**src/sv/cta_pkg.sv**
```systemverilog
// Package: shared widths, codes and defaults for the capacity target allocator.
`timescale 1ns / 1ps
`default_nettype none

package cta_pkg;

    localparam int NUM_TARGETS_DEF = 16;

    localparam int TARGET_W = 4;
    localparam int CAP_W    = 32;
    localparam int MASK_W   = 16;
    localparam int STRAT_W  = 2;

    // APB register map
    localparam int CFG_DATA_W = 32;
    localparam int CFG_ADDR_W = 3;
    localparam int REG_IDX_W  = 1;
    localparam logic [REG_IDX_W-1:0] REG_STRATEGY = 1'b0;

    // strategy codes
    localparam logic [STRAT_W-1:0] STRAT_GREEDY  = 2'd0;
    localparam logic [STRAT_W-1:0] STRAT_HIGHEST = 2'd1;
    localparam logic [STRAT_W-1:0] STRAT_LOWEST  = 2'd2;

    // request type codes
    localparam logic REQ_LOAD  = 1'b0;
    localparam logic REQ_ALLOC = 1'b1;

endpackage

`default_nettype wire

```
**src/sv/cta_if.sv**
```systemverilog
// Interfaces: request and response channels of the allocator.
`timescale 1ns / 1ps
`default_nettype none

interface cta_req_if;
    import cta_pkg::*;

    logic                valid;
    logic                ready;
    logic                req_type;
    logic [TARGET_W-1:0] target_index;
    logic [CAP_W-1:0]    load_capacity;
    logic                load_present;
    logic [CAP_W-1:0]    demand;
    logic [MASK_W-1:0]   candidate_mask;

    modport source (
        output valid, req_type, target_index, load_capacity, load_present, demand,
               candidate_mask,
        input  ready
    );

    modport sink (
        input  valid, req_type, target_index, load_capacity, load_present, demand,
               candidate_mask,
        output ready
    );
endinterface

interface cta_rsp_if;
    import cta_pkg::*;

    logic                valid;
    logic                ready;
    logic                granted;
    logic [TARGET_W-1:0] chosen_target;
    logic [CAP_W-1:0]    remaining;

    modport source (
        output valid, granted, chosen_target, remaining,
        input  ready
    );

    modport sink (
        input  valid, granted, chosen_target, remaining,
        output ready
    );
endinterface

`default_nettype wire

```
**src/sv/cta_cfg.sv**
```systemverilog
// APB register block holding the allocation strategy.
`timescale 1ns / 1ps
`default_nettype none

module cta_cfg (
    input  wire logic                             clk,
    input  wire logic                             rst_n,
    input  wire logic                             psel,
    input  wire logic                             penable,
    input  wire logic                             pwrite,
    input  wire logic [cta_pkg::CFG_ADDR_W-1:0]   paddr,
    input  wire logic [cta_pkg::CFG_DATA_W-1:0]   pwdata,
    output logic      [cta_pkg::CFG_DATA_W-1:0]   prdata,
    output logic                                  pready,
    output logic      [cta_pkg::STRAT_W-1:0]      strategy
);
    import cta_pkg::*;

    logic [STRAT_W-1:0]   strategy_reg;
    logic [REG_IDX_W-1:0] reg_idx;
    logic                 wr_en;

    assign pready  = 1'b1;
    assign reg_idx = paddr[CFG_ADDR_W-1:2];
    assign wr_en   = psel && penable && pwrite && pready;

    always_ff @(posedge clk or negedge rst_n)
    begin
        if (!rst_n)
        begin
            strategy_reg <= STRAT_GREEDY;
        end
        else if (wr_en && reg_idx == REG_STRATEGY)
        begin
            strategy_reg <= pwdata[STRAT_W-1:0];
        end
    end

    always_comb
    begin
        prdata = '0;
        unique case (reg_idx)
            REG_STRATEGY: prdata = {{(CFG_DATA_W-STRAT_W){1'b0}}, strategy_reg};
            default:      prdata = '0;
        endcase
    end

    assign strategy = strategy_reg;

endmodule

`default_nettype wire

```
**src/sv/cta_engine.sv**
```systemverilog
// Allocation engine: capacity memory, present flags and the scan sequencer.
`timescale 1ns / 1ps
`default_nettype none

module cta_engine #(
    parameter int NUM_TARGETS = cta_pkg::NUM_TARGETS_DEF
) (
    input  wire logic                        clk,
    input  wire logic                        rst_n,
    input  wire logic [cta_pkg::STRAT_W-1:0] strategy,
    cta_req_if.sink                          req,
    cta_rsp_if.source                        rsp
);
    import cta_pkg::*;

    localparam int IDX_W = $clog2(NUM_TARGETS);
    localparam logic [IDX_W-1:0] LAST_IDX = IDX_W'(NUM_TARGETS - 1);

    typedef enum logic [3:0] {
        S_IDLE  = 4'b0001,
        S_SCAN  = 4'b0010,
        S_DRAIN = 4'b0100,
        S_DONE  = 4'b1000
    } state_t;

    state_t state_reg, state_next;

    logic [CAP_W-1:0] cap_mem [NUM_TARGETS];
    logic [CAP_W-1:0] rdata_reg;

    logic [NUM_TARGETS-1:0] present_reg;
    logic [NUM_TARGETS-1:0] cand_reg;
    logic [CAP_W-1:0]       dem_reg;
    logic [STRAT_W-1:0]     strat_reg;

    logic [IDX_W-1:0] scan_cnt_reg;
    logic             rd_vld_reg;
    logic [IDX_W-1:0] rd_idx_reg;

    logic             best_valid_reg;
    logic [IDX_W-1:0] best_idx_reg;
    logic [CAP_W-1:0] best_cap_reg;

    logic                out_valid_reg;
    logic                out_granted_reg;
    logic [TARGET_W-1:0] out_target_reg;
    logic [CAP_W-1:0]    out_remaining_reg;

    logic                          out_free;
    logic                          accept;
    logic                          is_load;
    logic                          load_ok;
    logic                          strat_bad;
    logic [NUM_TARGETS+MASK_W-1:0] mask_ext;
    logic                          take;
    logic [CAP_W-1:0]              new_cap;
    logic                          finish;

    logic             mem_we;
    logic [IDX_W-1:0] mem_waddr;
    logic [CAP_W-1:0] mem_wdata;
    logic             mem_re;

    assign out_free  = !out_valid_reg || rsp.ready;
    assign req.ready = (state_reg == S_IDLE) && out_free;
    assign accept    = req.valid && req.ready;
    assign is_load   = (req.req_type == REQ_LOAD);
    assign load_ok   = (32'(req.target_index) < NUM_TARGETS);
    assign strat_bad = (strategy != STRAT_GREEDY) && (strategy != STRAT_HIGHEST)
                       && (strategy != STRAT_LOWEST);
    assign mask_ext  = {{NUM_TARGETS{1'b0}}, req.candidate_mask};
    assign finish    = (state_reg == S_DONE) && out_free;
    assign new_cap   = best_cap_reg - dem_reg;

    // candidate evaluation on the word read in the previous cycle
    always_comb
    begin
        take = 1'b0;
        if (rd_vld_reg && present_reg[rd_idx_reg] && cand_reg[rd_idx_reg]
            && (dem_reg <= rdata_reg))
        begin
            if (!best_valid_reg)
                take = 1'b1;
            else if (strat_reg == STRAT_HIGHEST && rdata_reg > best_cap_reg)
                take = 1'b1;
            else if (strat_reg == STRAT_LOWEST && rdata_reg < best_cap_reg)
                take = 1'b1;
        end
    end

    always_comb
    begin
        state_next = state_reg;
        unique case (state_reg)
            S_IDLE:
            begin
                if (accept && !is_load && !strat_bad)
                    state_next = S_SCAN;
            end
            S_SCAN:
            begin
                if (scan_cnt_reg == LAST_IDX)
                    state_next = S_DRAIN;
            end
            S_DRAIN:
            begin
                state_next = S_DONE;
            end
            S_DONE:
            begin
                if (out_free)
                    state_next = S_IDLE;
            end
            default:
            begin
                state_next = S_IDLE;
            end
        endcase
    end

    // single write port: loads at accept, write-back at the end of a scan
    always_comb
    begin
        mem_we    = 1'b0;
        mem_waddr = IDX_W'(req.target_index);
        mem_wdata = req.load_capacity;
        if (accept && is_load && load_ok)
            mem_we = 1'b1;
        else if (finish && best_valid_reg)
        begin
            mem_we    = 1'b1;
            mem_waddr = best_idx_reg;
            mem_wdata = new_cap;
        end
    end

    assign mem_re = (state_reg == S_SCAN);

    always_ff @(posedge clk)
    begin
        if (mem_we)
            cap_mem[mem_waddr] <= mem_wdata;
        if (mem_re)
            rdata_reg <= cap_mem[scan_cnt_reg];
    end

    always_ff @(posedge clk or negedge rst_n)
    begin
        if (!rst_n)
        begin
            state_reg      <= S_IDLE;
            present_reg    <= '0;
            scan_cnt_reg   <= '0;
            rd_vld_reg     <= 1'b0;
            best_valid_reg <= 1'b0;
            out_valid_reg  <= 1'b0;
        end
        else
        begin
            state_reg  <= state_next;
            rd_vld_reg <= mem_re;

            if (accept && is_load && load_ok)
                present_reg[IDX_W'(req.target_index)] <= req.load_present;

            if (state_reg == S_SCAN)
                scan_cnt_reg <= (scan_cnt_reg == LAST_IDX) ? '0 : scan_cnt_reg + 1'b1;
            else
                scan_cnt_reg <= '0;

            if (accept)
                best_valid_reg <= 1'b0;
            else if (take)
                best_valid_reg <= 1'b1;

            if (accept || finish)
                out_valid_reg <= accept ? (is_load || strat_bad) : 1'b1;
            else if (rsp.ready)
                out_valid_reg <= 1'b0;
        end
    end

    // payload registers
    always_ff @(posedge clk)
    begin
        rd_idx_reg <= scan_cnt_reg;
        if (accept)
        begin
            cand_reg  <= mask_ext[NUM_TARGETS-1:0];
            dem_reg   <= req.demand;
            strat_reg <= strategy;
        end
        if (take)
        begin
            best_idx_reg <= rd_idx_reg;
            best_cap_reg <= rdata_reg;
        end
        if (accept && is_load)
        begin
            out_granted_reg   <= load_ok;
            out_target_reg    <= req.target_index;
            out_remaining_reg <= load_ok ? req.load_capacity : '0;
        end
        else if (accept)
        begin
            out_granted_reg   <= 1'b0;
            out_target_reg    <= '0;
            out_remaining_reg <= '0;
        end
        else if (finish)
        begin
            out_granted_reg   <= best_valid_reg;
            out_target_reg    <= best_valid_reg ? TARGET_W'(best_idx_reg) : '0;
            out_remaining_reg <= best_valid_reg ? new_cap : '0;
        end
    end

    assign rsp.valid         = out_valid_reg;
    assign rsp.granted       = out_granted_reg;
    assign rsp.chosen_target = out_target_reg;
    assign rsp.remaining     = out_remaining_reg;

`ifndef SYNTHESIS
    a_best_fits: assert property (@(posedge clk) disable iff (!rst_n)
        (state_reg == S_DONE && best_valid_reg) |-> (dem_reg <= best_cap_reg))
        else $error("chosen target does not fit the demand");

    a_best_present: assert property (@(posedge clk) disable iff (!rst_n)
        (finish && best_valid_reg) |-> present_reg[best_idx_reg] && cand_reg[best_idx_reg])
        else $error("chosen target is not a present candidate");

    a_finish_result: assert property (@(posedge clk) disable iff (!rst_n)
        finish |=> (rsp.valid && state_reg == S_IDLE))
        else $error("scan finished without a response");

    a_no_accept_busy: assert property (@(posedge clk) disable iff (!rst_n)
        (state_reg != S_IDLE) |-> !accept)
        else $error("request taken during a scan");
`endif

endmodule

`default_nettype wire

```
**src/sv/capacity_target_allocator.sv**
```systemverilog
// Load request or bad strategy: result registered at the accepting edge.
// Allocate request: the single memory read port visits one capacity entry
// per cycle in the scan state, the drain state judges the last word, then
// the done state writes back and also registers the result.
// One request in flight; a new one can be taken as the result is taken.
// Reset: present flags cleared, strategy greedy; the capacity memory is
// not cleared, an entry's word is only used after it has been loaded present.
`timescale 1ns / 1ps
`default_nettype none

module capacity_target_allocator #(
    parameter int NUM_TARGETS = cta_pkg::NUM_TARGETS_DEF
) (
    input  wire logic                           clk,
    input  wire logic                           rst_n,
    cta_req_if.sink                             req,
    cta_rsp_if.source                           rsp,
    input  wire logic                           psel,
    input  wire logic                           penable,
    input  wire logic                           pwrite,
    input  wire logic [cta_pkg::CFG_ADDR_W-1:0] paddr,
    input  wire logic [cta_pkg::CFG_DATA_W-1:0] pwdata,
    output logic      [cta_pkg::CFG_DATA_W-1:0] prdata,
    output logic                                pready
);
    import cta_pkg::*;

    logic [STRAT_W-1:0] strategy;

    cta_cfg u_cfg (
        .clk      (clk),
        .rst_n    (rst_n),
        .psel     (psel),
        .penable  (penable),
        .pwrite   (pwrite),
        .paddr    (paddr),
        .pwdata   (pwdata),
        .prdata   (prdata),
        .pready   (pready),
        .strategy (strategy)
    );

    cta_engine #(
        .NUM_TARGETS (NUM_TARGETS)
    ) u_engine (
        .clk      (clk),
        .rst_n    (rst_n),
        .strategy (strategy),
        .req      (req),
        .rsp      (rsp)
    );

endmodule

`default_nettype wire
```
**src/flat_wrapper.sv**
```systemverilog
// flat-port wrapper written by rule: the top's interface ports become plain ports
module capacity_target_allocator_flat import cta_pkg::*;
#(
    parameter int NUM_TARGETS = cta_pkg::NUM_TARGETS_DEF
)
  (clk, rst_n, psel, penable, pwrite, paddr, pwdata, prdata, pready, req_valid, req_req_type, req_target_index, req_load_capacity, req_load_present, req_demand, req_candidate_mask, req_ready, rsp_valid, rsp_granted, rsp_chosen_target, rsp_remaining, rsp_ready);
  cta_req_if req_i ();
  cta_rsp_if rsp_i ();
  input  wire logic clk;
  input  wire logic rst_n;
  input  wire logic psel;
  input  wire logic penable;
  input  wire logic pwrite;
  input  wire logic [cta_pkg::CFG_ADDR_W-1:0] paddr;
  input  wire logic [cta_pkg::CFG_DATA_W-1:0] pwdata;
  output logic      [cta_pkg::CFG_DATA_W-1:0] prdata;
  output logic pready;
  input wire logic [$bits(req_i.valid)-1:0] req_valid;
  input wire logic [$bits(req_i.req_type)-1:0] req_req_type;
  input wire logic [$bits(req_i.target_index)-1:0] req_target_index;
  input wire logic [$bits(req_i.load_capacity)-1:0] req_load_capacity;
  input wire logic [$bits(req_i.load_present)-1:0] req_load_present;
  input wire logic [$bits(req_i.demand)-1:0] req_demand;
  input wire logic [$bits(req_i.candidate_mask)-1:0] req_candidate_mask;
  output wire logic [$bits(req_i.ready)-1:0] req_ready;
  output wire logic [$bits(rsp_i.valid)-1:0] rsp_valid;
  output wire logic [$bits(rsp_i.granted)-1:0] rsp_granted;
  output wire logic [$bits(rsp_i.chosen_target)-1:0] rsp_chosen_target;
  output wire logic [$bits(rsp_i.remaining)-1:0] rsp_remaining;
  input wire logic [$bits(rsp_i.ready)-1:0] rsp_ready;
  assign req_i.valid = req_valid;
  assign req_i.req_type = req_req_type;
  assign req_i.target_index = req_target_index;
  assign req_i.load_capacity = req_load_capacity;
  assign req_i.load_present = req_load_present;
  assign req_i.demand = req_demand;
  assign req_i.candidate_mask = req_candidate_mask;
  assign req_ready = req_i.ready;
  assign rsp_valid = rsp_i.valid;
  assign rsp_granted = rsp_i.granted;
  assign rsp_chosen_target = rsp_i.chosen_target;
  assign rsp_remaining = rsp_i.remaining;
  assign rsp_i.ready = rsp_ready;
  capacity_target_allocator #(.NUM_TARGETS(NUM_TARGETS)) u_core (.clk(clk), .rst_n(rst_n), .req(req_i), .rsp(rsp_i), .psel(psel), .penable(penable), .pwrite(pwrite), .paddr(paddr), .pwdata(pwdata), .prdata(prdata), .pready(pready));
endmodule
```
**config.mk**
```make
export PLATFORM = sky130hd
export DESIGN_NAME = capacity_target_allocator_flat
export DESIGN_NICKNAME = d
export VERILOG_FILES = /design/src/sv/cta_pkg.sv /design/src/sv/cta_if.sv /design/src/sv/cta_cfg.sv /design/src/sv/cta_engine.sv /design/src/sv/capacity_target_allocator.sv /design/src/flat_wrapper.sv
export SDC_FILE = /design/constraint.sdc
export NUM_CORES = 1
export LEC_CHECK = 0
export BUFFER_PORTS_ARGS = -buffer_cell sky130_fd_sc_hd__buf_4
export CORE_ASPECT_RATIO = 1.75
export CORE_UTILIZATION = 50
export CTS_BUF_LIST = sky130_fd_sc_hd__clkbuf_8
export CTS_CLUSTER_SIZE = 16
export DETAILED_ROUTE_END_ITERATION = 7
export HOLD_SLACK_MARGIN = 0.05
export PLACE_DENSITY = 0.72
export SYNTH_ARGS = -nofsm -noshare
export SYNTH_HDL_FRONTEND = slang
export SYNTH_SLANG_ARGS = --single-unit
```
**constraint.sdc**
```tcl
create_clock -name clk -period 3.68 [get_ports clk]
set_input_delay 0.736 -clock clk [delete_from_list [all_inputs] [get_ports clk]]
set_output_delay 0.736 -clock clk [all_outputs]
set_load 0.03 [all_outputs]
```
Yosys cells after proc, flatten, opt, wreduce, memory -nomap -nowiden
Memory sizes are Yosys's and may differ from the RTL's. A register that Yosys moved wholly into a read port is not among the register bits. Index checks and enable logic that the tools add are counted.

Output and inout bits: 72. Bits in read-only memories: 0. Memory bits (writable): 512. Memories kept: 1. Bits of input ports: 128. Flip-flop bits (word level): 156. Logic and storage cells: 109. Latch bits: 0.

Memory list: u_core.u_engine.cap_mem (depth 16, bits a word 32, rd ports 1, clocked after memory_dff 1, wr ports 1, RTL line cta_engine.sv:28) `logic [CAP_W-1:0] cap_mem [NUM_TARGETS];`.

Divide/modulo/power cells: 0. Equal/unequal tests: 12. $add $sub $neg: 2. $lt $le $gt $ge: 6. Multipliers: 0. Mux-type cells: 41. Bitwise operators: 2. Shift-type cells: 0. Reductions and logical operators: 29.

Operators with widths (number): two-way mux 32 bit (6); two-way mux 4 bit (11); > comparator 32 bit (1); <= comparator 32 bit (1); < comparator 32 bit (1); subtractor 32 bit (1); logical AND 1 bit (18); two-way mux 1 bit (18); bitwise mux 16 bit (1); case mux 4 bit (4 select lines) (1); < comparator 4 x 5 -> 1 bit (second input constant) (2); binary-select mux 1 bit (select 4 bit) (2); == test 4 bit (second input constant) (2); nonzero test 2 bit (4); != test 2 x 1 -> 1 bit (second input constant) (3); adder 4 x 1 -> 4 bit (second input constant) (1); demux 1 bit (select 4 bit) (1); == test 4 x 1 -> 1 bit (second input constant) (1); == test 4 x 2 -> 1 bit (second input constant) (1); == test 4 x 3 -> 1 bit (second input constant) (1); greater-or-equal comparator 4 x 1 -> 1 bit (second input constant) (1); != test 2 bit (second input constant) (2); logical OR 1 bit (3); AND reduction 3 bit (1); 6 further kinds (8).

Depth between registers and ports, before layout
Gate-level depths: netlist (run 1).

Depth after elaboration: 8. Gate-level depth with buffers: 12. Depth with buffers taken out: 12.

By module
Synthesis (run 1) repeated with hierarchy kept, for this count alone.

Cell total of the unflattened synthesis: 1983. Area, all modules: 30421.7 µm².

By module, submodules not included: cta_engine (times used 1, area each 30060.1 µm², cells each 1943, sequential area each 20776.2 µm²); cta_cfg (times used 1, area each 361.6 µm², cells each 40, sequential area each 50.0 µm²).

Worst setup path after synthesis (run 1)
OpenSTA, ideal clock, no wires.

Kind: register -> register. Start: register u_core.u_engine.rdata_reg[21] (read register of u_core.u_engine.cap_mem). End: register u_core.u_engine.best_cap_reg[0] (enable). Library setup time: 0.441 ns. Cell stages (with the launch flop): 10. Data arrival time: 3.527 ns. Path buffers: 0. Setup slack: -0.289 ns. Required time: 3.239 ns. Clock period less this slack: 3.969 ns. Cell sequence: edfxtp_1 -> ha_1 -> a21o_1 -> a21o_1 -> a21oi_1 -> o21ai_0 -> a211oi_1 -> o221ai_1 -> mux2i_1 -> a21oi_1.

Longest elaborated chain between the ends: 6. Elaborated cells between the ends (all ways): 10. Classes of those cells: order compare: 3; mux: 4; reduce/logical: 3.

RTL lines: start, declared (RTL line cta_engine.sv:29) `logic [CAP_W-1:0] rdata_reg;`; < comparator 32 bit (RTL line cta_engine.sv:86) `else if (strat_reg == STRAT_LOWEST && rdata_reg < best_cap_reg)`; logical AND 1 bit (RTL line cta_engine.sv:86); two-way mux 1 bit (RTL line cta_engine.sv:86); two-way mux 1 bit (RTL line cta_engine.sv:84) `else if (strat_reg == STRAT_HIGHEST && rdata_reg > best_cap_reg)`; two-way mux 1 bit (RTL line cta_engine.sv:82) `if (!best_valid_reg)`; two-way mux 1 bit * (RTL line cta_engine.sv:79) `if (rd_vld_reg && present_reg[rd_idx_reg] && cand_reg[rd_idx_reg]`; named net u_core.u_engine.take (RTL line cta_engine.sv:55) `logic take;`; end signal, assigned (RTL line cta_engine.sv:196) `best_cap_reg <= rdata_reg;`; end, declared (RTL line cta_engine.sv:42) `logic [CAP_W-1:0] best_cap_reg;`.

Mark *: on every way through the listed nets, which the timed path passes. The rest lies on a longest branch. A chain may end at the register's enable or synchronous reset.

Worst setup path after layout (run 1)
Start: register u_core.u_engine.best_cap_reg[0]. End: memory u_core.u_engine.cap_mem[0][26] (data pin).

Longest elaborated chain between the ends: 3.

RTL lines: subtractor 32 bit (RTL line cta_engine.sv:73) `assign new_cap = best_cap_reg - dem_reg;`; two-way mux 32 bit (RTL line cta_engine.sv:129) `else if (finish && best_valid_reg)`; two-way mux 32 bit (RTL line cta_engine.sv:127) `if (accept && is_load && load_ok)`; named net u_core.u_engine.mem_wdata[26] (RTL line cta_engine.sv:61) `logic [CAP_W-1:0] mem_wdata;`; end, declared (RTL line cta_engine.sv:28).

The timed path passes the listed nets, and every way through them passes these cells.

==> impl_metrics.ini, run 1 <==
[global_routing]
number_of_antenna_violations_at_the_first_check_in_global_routing = 1
pin_count_of_the_biggest_net_entering_global_routing = 69
grt_first_pass_wirelength_um = 110000
grt_pass1_vias = 18400
grt.overflow.total = 0
track_usage = 0.240

[placement]
io_buffers = 136
place_congestion = 0.949
place_hpwl_um = 46600
dpl-instance-area_um2 = 32800

[status]
run_status = finished clean

[cells_and_area]
layout-drive-gt1-share = 0.215
nets = 2396
largest_reg_flops = 512
post-route-cell-area_um2 = 34600
area.growth.synth_to_final_pct = 14.2
regMostFlops = u_core.u_engine.cap_mem
postLayoutCoreUtil = 0.577

[synthesis]
synth.distinct_cells = 65
synth.cells.most_frequent = sky130_fd_sc_hd__edfxtp_1, sky130_fd_sc_hd__nand2_1, sky130_fd_sc_hd__inv_1
sequential_cell_area_fraction_in_the_yosys_report = 0.687
synth_seq_cells = 700
synth_flop_cell = sky130_fd_sc_hd__edfxtp_1
synth_cells = 1960
yosysMostFrequentCell = sky130_fd_sc_hd__edfxtp_1
mapped_area_um2 = 30300
async_reset_ff_frac = 0.0414
synth_edf_count = 666
post-synth-top-area-fraction = 0.660
synth_warnings = 0
synthesis.area_per_instance_um2 = 15.5
netlist.top_cell.by_area = sky130_fd_sc_hd__edfxtp_1
synthTopCellsByArea = sky130_fd_sc_hd__edfxtp_1, sky130_fd_sc_hd__mux4_2, sky130_fd_sc_hd__ha_1

[critical_path]
timing_worst_setup_path_type = reg -> reg
worst_path_most_repeated_cell = sky130_fd_sc_hd__inv_1
critical_path.max_fanout = 16
critical-path-max-stage-delay_ns = 0.43
critical_path.endpoint_type = register
critical_path.startpoint_type = register
crit_path_top_delay_cell = sky130_fd_sc_hd__fa_1
crit_path_cell_trace = inv_1 -> ha_1 -> inv_1 -> fa_1 -> a211oi_2 -> o21ai_2 -> o2111ai_2 -> a41o_4 -> o221ai_4 -> a41oi_1 -> xnor2_1 -> mux2_2
top_delay_family_on_crit_path = compound AO/OA/AOI/OAI gates
crit_arrival_ns = 3.81
critPathRequiredTime_ns = 4.07
cp.buffers_inverters = 2

[routing]
post_detailed_route_via_to_cell_ratio = 5.90
drt-wirelength-per-cell_um = 24.2
finalWirelength_um = 73300
final_antenna_net_count = 0
num_vias = 17900
drcViolationCount = 0
dr.pass1.iters = 6
drt-initial-drc-count = 1541

[floorplan]
die_w_um = 188
rows = 119
ios = 200
initial_core_util = 0.505
fp.dieArea_um2 = 61700
fp.coreArea_um2 = 60000
die_h_um = 328

[clocking]
clock_path_buffers = 3
tritoncts = built
numCtsBuffers = 95
clk_latency_ns = 0.71
clock_tree_root_buffer_cell = sky130_fd_sc_hd__clkbuf_8
htreeDepth = 3
clock-sinks = 700
worst_setup_hold_path_clk_slew_ns = 0.07

[power_and_ir_drop]
power.density_nw_per_um2 = 472
power.ir.vdd_worst_mv = 0.337
p_leak_nw = 12.4
power.total_w = 0.0164

[hold_path]
worstHoldPathType = in -> reg

[timing]
max_slew.worst_pin.slew_ns = 1.10
finalSetupViolations = 0
final.min_clock_period_ns = 3.42
post-route-period-util = 0.929
final_hold_viol_count = 0
remaining_max_slew_budget_at_the_tightest_pin = 0.266
totalNegativeSetupSlack_ns = 0
finalHoldWorstSlack_ns = 0.195
grt_setup_unrepaired = no
timing_max_transition_violations_final = 0
fmax_mhz = 293
clock_skew_ns = 0.0389

[job]
cap_violations = 0
## layout by cell type (no fill, tap or decap), types with 18 or more instances in the layout
cell,count
sky130_fd_sc_hd__clkbuf_8,99
sky130_fd_sc_hd__nand3_1,27
sky130_fd_sc_hd__nand4_1,18
sky130_fd_sc_hd__mux2i_1,108
sky130_fd_sc_hd__a21o_1,39
sky130_fd_sc_hd__buf_12,21
sky130_fd_sc_hd__edfxtp_1,666
sky130_fd_sc_hd__nor2_1,35
sky130_fd_sc_hd__mux2_2,52
sky130_fd_sc_hd__o21ai_0,103
sky130_fd_sc_hd__a221oi_1,34
sky130_fd_sc_hd__nand2_1,148
sky130_fd_sc_hd__a22o_1,26
sky130_fd_sc_hd__inv_1,137
sky130_fd_sc_hd__a21oi_1,76
sky130_fd_sc_hd__conb_1,31
sky130_fd_sc_hd__buf_4,176
sky130_fd_sc_hd__ha_1,96
sky130_fd_sc_hd__dfrtp_1,25
sky130_fd_sc_hd__a22oi_1,33
sky130_fd_sc_hd__mux4_2,66
## cell type report
cell class	instances	area (um^2)
Inverter	110	413
Timing Repair Buffer	198	1750
Tap cell	786	983
Clock buffer	99	1360
Clock inverter	73	463
Antenna cell	1	2.50
Multi-Input combinational cell	1066	8810
Fill cell	4504	25400
Sequential cell	700	20800
## report_power, final
part           total, W  internal [W]  switching, W
Sequential      0.00912       0.00899      0.000125
Combinational   0.00151      0.000562      0.000949
Clock           0.00573       0.00287       0.00286
## cells by family (layout without fill, tap and decap cells)
group           after synthesis  after routing  share of synthesized area
simple gates                309            309                     0.0463
flops                       700            700                      0.687
other cells                   2             32                   0.000248
mux                         226            226                      0.104
buf+inv                     223            480                     0.0318
compound gates              374            374                     0.0821
xor+xnor                     29             29                    0.00838
fa+ha+maj                    97             97                     0.0403
## worst paths after layout
check / start / to / slack [ns] / cells after the start
min reg2reg: u_core.u_engine.rdata_reg[11]$_DFFE_PP_ / u_core.u_engine.best_cap_reg[11]$_DFFE_PP_ / 0.49 / 0
min in group asynchronous: rst_n / u_core.u_engine.state_reg[3]$_DFFE_PN0P_ / 0.51 / 2
max: u_core.u_engine.best_cap_reg[0]$_DFFE_PP_ / u_core.u_engine.cap_mem[0][26]$_DFFE_PP_ / 0.26 / 12
min: req_demand[30] / u_core.u_engine.dem_reg[30]$_DFFE_PP_ / 0.20 / 1
max reg2reg: u_core.u_engine.best_cap_reg[0]$_DFFE_PP_ / u_core.u_engine.cap_mem[0][26]$_DFFE_PP_ / 0.26 / 12
max in group asynchronous: rst_n / u_core.u_engine.scan_cnt_reg[3]$_DFF_PN0_ / 2.83 / 2
## timing repair
| action | 4_1_cts | 5_1_grt |
|---|---|---|
| gates resized for setup | 0 | 3 |
| buffers inserted | 0 | 1 |
| endpoints found under the hold margin | 28 | 0 |
| hold buffers | 1 | 0 |
| endpoints found under the setup margin | 0 | 80 |
## layer usage
layer	GRT usage	part of all wire	vias to the layer above
met5	0	0	-
met4	0.106	0.042	0
met3	0.0331	0.056	171
met2	0.435	0.53	699
met1	0.282	0.37	9055
li1	-	-	7963
## metrics by stage
stage	instances	worst slack, ns
2_1_floorplan	1989	-0.158
3_3_place_gp	2858	0.137
3_5_place_dp	2858	0.128
4_1_cts	3031	0.0914
5_1_grt	3033	0.0518
6_report	3033	0.261
No activity file was read; power rests on OpenSTA's default activity.
==> run 2: changes to the inputs <==
--- a/config.mk
+++ b/config.mk
@@ -7,12 +7,12 @@
 export LEC_CHECK = 0
 export BUFFER_PORTS_ARGS = -buffer_cell sky130_fd_sc_hd__buf_4
 export CORE_ASPECT_RATIO = 1.75
-export CORE_UTILIZATION = 50
+export CORE_UTILIZATION = 35
 export CTS_BUF_LIST = sky130_fd_sc_hd__clkbuf_8
 export CTS_CLUSTER_SIZE = 16
 export DETAILED_ROUTE_END_ITERATION = 7
 export HOLD_SLACK_MARGIN = 0.05
-export PLACE_DENSITY = 0.72
+export PLACE_DENSITY = 0.55
 export SYNTH_ARGS = -nofsm -noshare
 export SYNTH_HDL_FRONTEND = slang
 export SYNTH_SLANG_ARGS = --single-unit
==> impl_metrics.ini, run 2 (synthesis gave the netlist of run 1 again) <==
[routing]
dr.pass1.iters = 5
num_vias = 17600
drt-initial-drc-count = 1087
finalWirelength_um = 78500
drcViolationCount = 0
post_detailed_route_via_to_cell_ratio = 5.14
drt-wirelength-per-cell_um = 22.9
final_antenna_net_count = 0

[timing]
clock_skew_ns = 0.0398
final.min_clock_period_ns = 3.52
post-route-period-util = 0.957
final_hold_viol_count = 0
max_slew.worst_pin.slew_ns = 1.23
remaining_max_slew_budget_at_the_tightest_pin = 0.174
grt_setup_unrepaired = no
fmax_mhz = 284
timing_max_transition_violations_final = 0
finalSetupViolations = 0
layout_setup_ws_ns = 0.158

[global_routing]
number_of_antenna_violations_at_the_first_check_in_global_routing = 1
grt_first_pass_wirelength_um = 116000
grt.overflow.total = 0
track_usage = 0.180
grt_pass1_vias = 18500
pin_count_of_the_biggest_net_entering_global_routing = 69

[status]
run_status = finished clean

[floorplan]
rows = 142
die_h_um = 391
initial_core_util = 0.354
die_w_um = 224
ios = 200
fp.coreArea_um2 = 85600
fp.dieArea_um2 = 87900

[cells_and_area]
largest_reg_flops = 512
layout.filler_cells = 7907
area.growth.synth_to_final_pct = 16.3
postLayoutCoreUtil = 0.412
regMostFlops = u_core.u_engine.cap_mem
mostFrequentLayoutCell = sky130_fd_sc_hd__edfxtp_1
post-route-cell-area_um2 = 35300
layout-drive-gt1-share = 0.225
area_of_the_multi_input_gates_um2 = 8820
seqCellArea_um2 = 20800
layout.cells.most_common_list = sky130_fd_sc_hd__edfxtp_1, sky130_fd_sc_hd__buf_4, sky130_fd_sc_hd__nand2_1
nets = 2419
final_cell_count_no_fill = 3427

[hold_path]
min_delay_worst_endpoint = u_core.u_engine.cand_reg[1]$_DFFE_PP_
timing.hold.worst.start = req_candidate_mask[1]
worstHoldPathType = in -> reg
min_delay_path_depth = 1

[power_and_ir_drop]
power.density_nw_per_um2 = 474
p_leak_nw = 12.5
power.ir.vdd_worst_mv = 0.229

[clocking]
htreeDepth = 3
tritoncts = built
clock-sinks = 700
postCtsSetupBuffers = 0
clock_tree_root_buffer_cell = sky130_fd_sc_hd__clkbuf_8
clock_path_buffers = 3
numCtsBuffers = 97
worst_setup_hold_path_clk_slew_ns = 0.07
clk_latency_ns = 0.72

[placement]
dpl_worst_slack_ns = 0.0436
place_hpwl_um = 50700
place_congestion = 0.891
dp_cells = 3246
io_buffers = 136
dpl-instance-area_um2 = 33300

[critical_path]
critical_path.startpoint_type = register
critical_path.max_fanout = 16
worst-r2r-cell-count = 12
critPathRequiredTime_ns = 4.09
setup.reg_to_reg.worst_slack_ns = 0.16
critical_path.endpoint_type = register
reg2reg_from = u_core.u_engine.best_cap_reg[0]$_DFFE_PP_
timing_worst_setup_path_type = reg -> reg
crit_arrival_ns = 3.94
critical_path.reg2reg.endpoint = u_core.u_engine.cap_mem[4][26]$_DFFE_PP_

[job]
cap_violations = 0
==> run 2: how the worst max path moves through the flow <==
stage                                               from                                       end  slack [ns]
3_5_place_dp   u_core.u_engine.best_cap_reg[0]$_DFFE_PP_  u_core.u_engine.cap_mem[2][26]$_DFFE_PP_        0.04
6_report       u_core.u_engine.best_cap_reg[0]$_DFFE_PP_  u_core.u_engine.cap_mem[4][26]$_DFFE_PP_        0.16
4_1_cts        u_core.u_engine.best_cap_reg[0]$_DFFE_PP_  u_core.u_engine.cap_mem[4][26]$_DFFE_PP_       0.003
3_3_place_gp   u_core.u_engine.best_cap_reg[0]$_DFFE_PP_  u_core.u_engine.cap_mem[2][26]$_DFFE_PP_        0.09
5_1_grt        u_core.u_engine.best_cap_reg[0]$_DFFE_PP_  u_core.u_engine.cap_mem[4][26]$_DFFE_PP_        0.02
2_1_floorplan                                  rsp_ready   u_core.u_engine.cap_mem[2][0]$_DFFE_PP_       -0.16
==> run 2: routing by layer <==
layer  global-route usage  share of wire
met3               0.0272          0.048
met1                0.207           0.38
met5                    0              0
met4               0.0747          0.037
met2                0.330           0.53
==> run 2: stage by stage <==
step	total power (W)	setup TNS (ns)	hold WS, ns
floorplan	0.0102	-56.07	0.358
global placement	0.0108	0	0.443
global route	0.0173	0	0.120
CTS	0.0169	0	0.105
detailed placement	0.0109	0	0.451
finish	0.0167	0	0.183
==> run 2: final cells by class <==
type                            instances  area share
Tap cell                             1152      0.0409
Timing Repair Buffer                  219      0.0524
Antenna cell                            2    0.000142
Multi-Input combinational cell       1066       0.250
Inverter                              110      0.0117
Sequential cell                       700       0.591
Clock inverter                         77      0.0148
Clock buffer                          101      0.0394
==> run 2: power by group <==
group / internal (W) / switching, W
registers: 0.00899 / 0.000126
logic: 0.000586 / 0.000978
clock network: 0.00305 / 0.00298
==> run 2: critical path, stage by stage, from the launching register on <==
cell and delay, ns:
sky130_fd_sc_hd__edfxtp_1 0.40, sky130_fd_sc_hd__inv_1 0.08, sky130_fd_sc_hd__ha_1 0.20, sky130_fd_sc_hd__inv_1 0.07, sky130_fd_sc_hd__fa_1 0.41, sky130_fd_sc_hd__a211oi_2 0.27
sky130_fd_sc_hd__o21ai_2 0.10, sky130_fd_sc_hd__o2111ai_2 0.24, sky130_fd_sc_hd__a41o_2 0.36, sky130_fd_sc_hd__o221ai_4 0.21, sky130_fd_sc_hd__a41oi_1 0.30, sky130_fd_sc_hd__xnor2_1 0.16
sky130_fd_sc_hd__mux2_2 0.41
==> run 2: timing repair <==
item | in CTS | in global routing
resized for setup | 0 | 4
endpoints found under the setup margin | 0 | 64
hold endpoints to repair | 28 | 0
hold buffers | 1 | 0
